### config.mk
export PLATFORM = sky130hd
export DESIGN_NAME = frbm_ctrl
export DESIGN_NICKNAME = d
export VERILOG_FILES = /design/src/sv/frbm_pkg.sv /design/src/sv/frbm_ctrl.sv
export SDC_FILE = /design/constraint.sdc
export NUM_CORES = 1
export LEC_CHECK = 0
export ABC_AREA = 0
export BUFFER_PORTS_ARGS = -buffer_cell sky130_fd_sc_hd__buf_2
export CAP_MARGIN = 25
export CORE_AREA = 10 10 47 49
export DETAILED_ROUTE_END_ITERATION = 12
export DIE_AREA = 0 0 57 59
export GPL_ROUTABILITY_DRIVEN = 0
export PLACE_DENSITY_LB_ADDON = 0.1
export SLEW_MARGIN = 20
export SYNTH_ARGS = -nofsm -noshare
export SYNTH_HDL_FRONTEND = slang
export SYNTH_SLANG_ARGS = --single-unit
### constraint.sdc
create_clock -name clock -period 1.8 [get_ports clock]
set_input_delay 0 -clock clock [delete_from_list [all_inputs] [get_ports clock]]
set_output_delay 0 -clock clock [all_outputs]
set_load 0.01 [all_outputs]
### src/sv/frbm_pkg.sv
`default_nettype none
package frbm_pkg;

   localparam int MAX_RULES   = 32;
   localparam int PORT_RANGES = 4;
   localparam int ADDR_RANGES = 4;
   localparam int RULE_W      = $clog2(MAX_RULES);
   localparam int PSLOT_W     = $clog2(PORT_RANGES);
   localparam int ASLOT_W     = $clog2(ADDR_RANGES);
   localparam int CNT_W       = 6;
   localparam int WALK_W      = RULE_W + 1;

   typedef enum logic [1:0] {
      KIND_HEADER = 2'd0,
      KIND_PORT   = 2'd1,
      KIND_ADDR   = 2'd2,
      KIND_QUERY  = 2'd3
   } kind_type;

   typedef enum logic [2:0] {
      G_NONE   = 3'd0,
      G_GLOBAL = 3'd1,
      G_BYNOT  = 3'd2,
      G_RANGE  = 3'd3,
      G_EXACT  = 3'd4
   } grade_type;

   localparam logic [1:0] PMODE_EXACT = 2'd1;
   localparam logic [1:0] PMODE_NOT   = 2'd2;
   localparam logic [1:0] PROTO_ANY   = 2'd0;

   typedef struct packed {
      grade_type prog;
      grade_type endp;
      grade_type port;
      grade_type addr;
      logic      act;
      grade_type proto;
   } grades_type;

   typedef enum logic [1:0] {
      ST_IDLE = 2'd0,
      ST_READ = 2'd1,
      ST_EVAL = 2'd2,
      ST_DONE = 2'd3
   } state_type;

   // Controller to datapath.
   typedef struct packed {
      logic capture;   // latch the accepted item
      logic do_write;  // perform a table write from the latched item
      logic walk_init; // clear the match and conflict flags
      logic walk_read; // issue read of current rule, advance pointer
      logic walk_eval; // grade the rule read last cycle
      logic load_out;  // move the result to the output register
   } cmd_type;

   // Datapath to controller.
   typedef struct packed {
      logic is_query;
      logic walk_last; // pointer reached the walk length
   } sts_type;

   function automatic logic better(input grades_type a, input grades_type b);
      logic r;
      if (a.prog != b.prog)           r = a.prog > b.prog;
      else if (a.endp != b.endp)      r = a.endp > b.endp;
      else if (a.port != b.port)      r = a.port > b.port;
      else if (a.addr != b.addr)      r = a.addr > b.addr;
      else if (a.act && !b.act)       r = 1'b1;
      else if (a.proto != b.proto)    r = a.proto > b.proto;
      else                            r = 1'b0;
      return r;
   endfunction

endpackage
`default_nettype wire

### src/sv/frbm_ctrl.sv
`default_nettype none
module frbm_ctrl (
   input  wire logic             clock,
   input  wire logic             reset,
   input  wire logic             req_valid,
   output logic                  req_ready,
   output logic                  rsp_valid,
   input  wire logic             rsp_ready,
   input  wire frbm_pkg::sts_type sts,
   output frbm_pkg::cmd_type     cmd
);
   import frbm_pkg::*;

   state_type state_ff, state_in;
   logic      rsp_valid_ff, rsp_valid_in;
   logic      accept;

   assign accept    = req_valid && req_ready;
   assign req_ready = (state_ff == ST_IDLE);
   assign rsp_valid = rsp_valid_ff;

   // Next state.
   always_comb begin
      state_in = state_ff;
      case (state_ff)
         ST_IDLE: begin
            if (accept) state_in = ST_READ;
         end
         ST_READ: begin
            if (!sts.is_query)      state_in = ST_IDLE;
            else if (sts.walk_last) state_in = ST_DONE;
            else                    state_in = ST_EVAL;
         end
         ST_EVAL: begin
            if (sts.walk_last) state_in = ST_DONE;
         end
         ST_DONE: begin
            if (!rsp_valid_ff || rsp_ready) state_in = ST_IDLE;
         end
         default: state_in = ST_IDLE;
      endcase
   end

   // Outputs.
   always_comb begin
      cmd = '0;
      rsp_valid_in = rsp_valid_ff && !rsp_ready;
      case (state_ff)
         ST_IDLE: begin
            cmd.capture = accept;
         end
         ST_READ: begin
            cmd.do_write  = !sts.is_query;
            cmd.walk_init = sts.is_query;
            cmd.walk_read = sts.is_query && !sts.walk_last;
         end
         ST_EVAL: begin
            cmd.walk_eval = 1'b1;
            cmd.walk_read = !sts.walk_last;
         end
         ST_DONE: begin
            if (!rsp_valid_ff || rsp_ready) begin
               cmd.load_out = 1'b1;
               rsp_valid_in = 1'b1;
            end
         end
         default: ;
      endcase
   end

   always_ff @(posedge clock) begin
      if (reset) begin
         state_ff     <= ST_IDLE;
         rsp_valid_ff <= 1'b0;
      end else begin
         state_ff     <= state_in;
         rsp_valid_ff <= rsp_valid_in;
      end
   end
endmodule
`default_nettype wire

# [Word level (Yosys, flattened, before mapping)]
# Index checks and enable logic that the tools add are counted.
[totals] regBits=3 latch_bits=0 mem_bits_rw=0 mem_bits_ro=0 output_inout_bits=8 wordCells=32 mem_count=0
[op_classes] n_addsub=0 n_mul=0 n_div=0 order_cmp=0 n_eq_ne=6 n_shift=0 mux=14 bitwise_logic=0 n_reduce_logical=10
[ops] op="$mux 2" count=5
[ops] op="$pmux 2 s4" count=1
[ops] op="$mux 1" count=7
[ops] op="$eq 2x2->1 const B" count=2
[ops] op="$logic_not 1->1" count=4
[ops] op="$ne 2x2->1 const B" count=2
[ops] op="$logic_and 1x1->1" count=3
[ops] op="$reduce_and 3->1" count=1
[ops] op="$eq 2x1->1 const B" count=1
[ops] op="$logic_not 2->1" count=1
[ops] op="$ne 2x1->1 const B" count=1
[ops] op="$pmux 1 s2" count=1
[ops] op="$logic_or 1x1->1" count=1

# [Depth between registers and ports, before layout]
[logic_depth] depth_word=4 depth_mapped=5

# [Worst setup path after synthesis]
# No wires, ideal clock.
[synth_path] path_type="flip-flop to flip-flop" from="register state_ff[0]" to="register state_ff[0]" setup_ns=0.092 arrival_ns=1.411 t_required_ns=1.708 path_slack_ns=0.297 stages_incl_launch_ff=6 n_path_buf=0 cell_sequence="dfxtp_1 inv_1 ha_1 nor2b_2 or3_1 o32ai_1"
[synth_between] elab_chain_len=4 word_cells_on_any_way=10 classes_between="eq/ne: 6; mux: 1; reduce/logical: 3"
[synth_rtl] item="from (decl)" line_no="frbm_ctrl.sv:14" source="state_type state_ff, state_in;"
[synth_rtl] item="from (signal assigned)" line_no="frbm_ctrl.sv:76" source="state_ff <= state_in;"
[synth_rtl] item="$logic_not 2->1" line_no="frbm_ctrl.sv:19, frbm_ctrl.sv:25"
[synth_rtl] item="$logic_and 1x1->1" line_no="frbm_ctrl.sv:18" source="assign accept = req_valid && req_ready;"
[synth_rtl] item="$ne 2x1->1 (no source line)"
[synth_rtl] item="$reduce_and 3->1 (no source line)"
# Parallel ways exist; a longest one is shown, timed or not.
# A chain may end at the register's enable or synchronous reset.

# [Worst setup path in the final report]
# Ends and elaborated chain as after synthesis.

==> results.yml <==
cells_and_area:
  fin_area_um2: 379
  diodes: 0
  area_growth_pct: 47.1
  final_cell_mix: "buf_2, ha_1"
  drive_gt1_share_pct: 37.5
  nets: 59
  stdcell_count: 64
  final_common_cell: "buf_2"
  num-fill-cells: 158
global_route:
  grt-ovfl-total: 0
  grt_pass1_wl_um: 1310
  antenna_found_initial: 0
  grt.total_usage_pct: 5.06
  grt.met2_usage_pct: 7.29
  grt_max_degree: 6
  grt_pass1_vias: 306
  met1_usage_pct: 5.11
  grtUsageMet3_pct: 2.58
  grt.busiest_layer: "met2"
timing:
  hold_viol_final: 0
  slew_violations: 0
  finalCritPeriodShare_pct: 89.5
  fin_skew_ns: 0.00283
  clock.fmax_mhz: 621
  setup-violations-final: 0
  layout_min_cycle_time_ns: 1.61
  fin_setup_tns_ns: 0
  grt_setup_unrepaired: "no"
  tightest_slew_ns: 0.361
  relSlewSlack_pct: 75.3
pwr:
  p_sw_w: 0.0000916
  internal-power_w: 0.000201
  cellPowerDensity_nw_per_um2: 773
  p_seq_share_pct: 27.6
  p_leak_nw: 0.190
  swShare_pct: 31.3
  combPwrFrac_pct: 31.7
  ir_drop_mv: 0.207
  p_clk_share_pct: 40.8
yosys:
  syn-cell-area_um2: 258
  async_flop_share_pct: 0
  ys_ff_latch: 3
  synth_edf_count: 0
  ys_seq_area_share_pct: 23.3
  syn-num-nets: 40
  synth_flop_cell: "dfxtp_1"
  synthDistinctLibCells: 17
  syn_inst: 30
  avgSynthCellArea_um2: 8.59
  yosys_warnings: 0
drt:
  via_count: 269
  firstDrtPassIters: 1
  wl_per_cell_um: 11.6
  vias_per_cell: 4.20
  drt-initial-drc-count: 0
  wl_um: 743
  postRouteAntennaNets: 0
  drc: 0
worst_setup_path:
  cpPeakStageDelay_ns: 0.39
  end_kind: "register"
  critPathLaunchType: "register"
  crit_fanout: 4
  worstPathCellList: "inv_1, ha_1, nor2b_2, or3_1, o32ai_1"
  worst-setup-path-type: "reg2reg"
  crit_arrival_ns: 1.75
  cpMaxStageDelayCell: "dfxtp_1"
  required_ns: 1.93
clock_network:
  cts_tree: "built"
  clock_latency_ns: 0.23
  cts_buffers: 3
  clockBufferDepth: 2
  htree_levels: 1
  cts_root_buf: "clkbuf_4"
  cts_sinks: 3
  ctsResizeCount: 0
  clkTransAtPathRegs_ns: 0.04
run_status:
  status: "finished clean"
worst_hold_path:
  hold_class: "in2reg"
job:
  drv_cap: 0
die:
  initial_core_util_pct: 18.4
  die_w_um: 57
  core-area_um2: 1400
  die_area_um2: 3360
  die_h_um: 59
  rows: 14
  io_pins: 14
place:
  hpwl_um: 614
  place_area_um2: 343
  port_buffers: 13
  place_inst: 59
path summary, 6_finish.rpt:
path	depth (start not counted)	endpoint	start	slack, ns
worst min register to register	2	state_ff[0]$_SDFFE_PP0P_	state_ff[0]$_SDFFE_PP0P_	0.55
worst min-delay path	3	state_ff[0]$_SDFFE_PP0P_	sts[0]	0.13
worst max register to register	5	state_ff[0]$_SDFFE_PP0P_	state_ff[0]$_SDFFE_PP0P_	0.19
worst max-delay path	5	state_ff[0]$_SDFFE_PP0P_	state_ff[0]$_SDFFE_PP0P_	0.19
stage by stage:
step | total power (W) | setup slack [ns] | util (%) | hold slack, ns
final | 0.000293 | 0.189 | 27.1 | 0.132
after global routing | 0.000317 | 0.0162 | 27.1 | 0.187
after CTS | 0.000305 | 0.176 | 27.1 | 0.129
after detailed placement | 0.000176 | 0.179 | 24.5 | 0.227
after global placement | 0.000174 | 0.243 | 24.5 | 0.221
after floorplan | 0.000140 | 0.297 | - | 0.0464
cells in the mapped netlist, types with 2 or more instances:
| master | number | area (um^2) |
|---|---|---|
| and2_1 | 2 | 12.5 |
| inv_1 | 2 | 7.51 |
| dfxtp_1 | 3 | 60.1 |
| nor2_1 | 3 | 11.3 |
| nand2b_1 | 3 | 18.8 |
| nor2b_1 | 3 | 18.8 |
| ha_1 | 4 | 50.1 |
layer usage:
metal	routed length (um)	part of all wire, %
met3	83	11
met1	322	43
met5	0	0
met4	0	0
met2	336	45
area by class of cell:
type / count / area (um^2) / area share [%]
Multi-Input combinational cell: 25 / 190 / 50.2
Timing Repair Buffer: 14 / 75.1 / 19.8
Clock buffer: 4 / 26.3 / 6.93
Sequential cell: 3 / 60.1 / 15.8
Inverter: 2 / 7.51 / 1.98
Tap cell: 16 / 20.0 / 5.28
power by group through the flow:
stage | Combinational [W] | Sequential, W | Clock [W]
2_1_floorplan | 0.0000603 | 0.0000792 | 0
3_3_place_gp | 0.0000928 | 0.0000814 | 0
3_5_place_dp | 0.0000941 | 0.0000814 | 0
4_1_cts | 0.0000961 | 0.0000802 | 0.000129
5_1_grt | 0.000108 | 0.0000811 | 0.000128
6_report | 0.0000928 | 0.0000807 | 0.000119
worst max-delay path, delay by kind of cell (launching register included):
| kind | cells | cell delay [ns] |
|---|---|---|
| and+or+nand+nor | 2 | 0.51 |
| DFF | 1 | 0.39 |
| AOI/OAI and AO/OA | 1 | 0.27 |
| adders and majority gates | 1 | 0.23 |
| buffers and inverters | 1 | 0.11 |
cell families (layout without fill, tap and decap cells):
| group | after synthesis | count (layout) | synth area share [%] |
|---|---|---|---|
| and+or+nand+nor | 17 | 17 | 41.8 |
| adders and majority gates | 4 | 4 | 19.4 |
| AOI/OAI and AO/OA | 3 | 3 | 8.74 |
| DFF | 3 | 3 | 23.3 |
| buffers and inverters | 2 | 20 | 2.91 |
| muxes | 1 | 1 | 3.88 |
what timing repair did:
item / 4_1_cts / 5_1_grt
hold buffers: 1 / 0
setup buffers: 0 / 0
hold endpoints to repair: 1 / 0
Power figures use the tool's default switching activity.
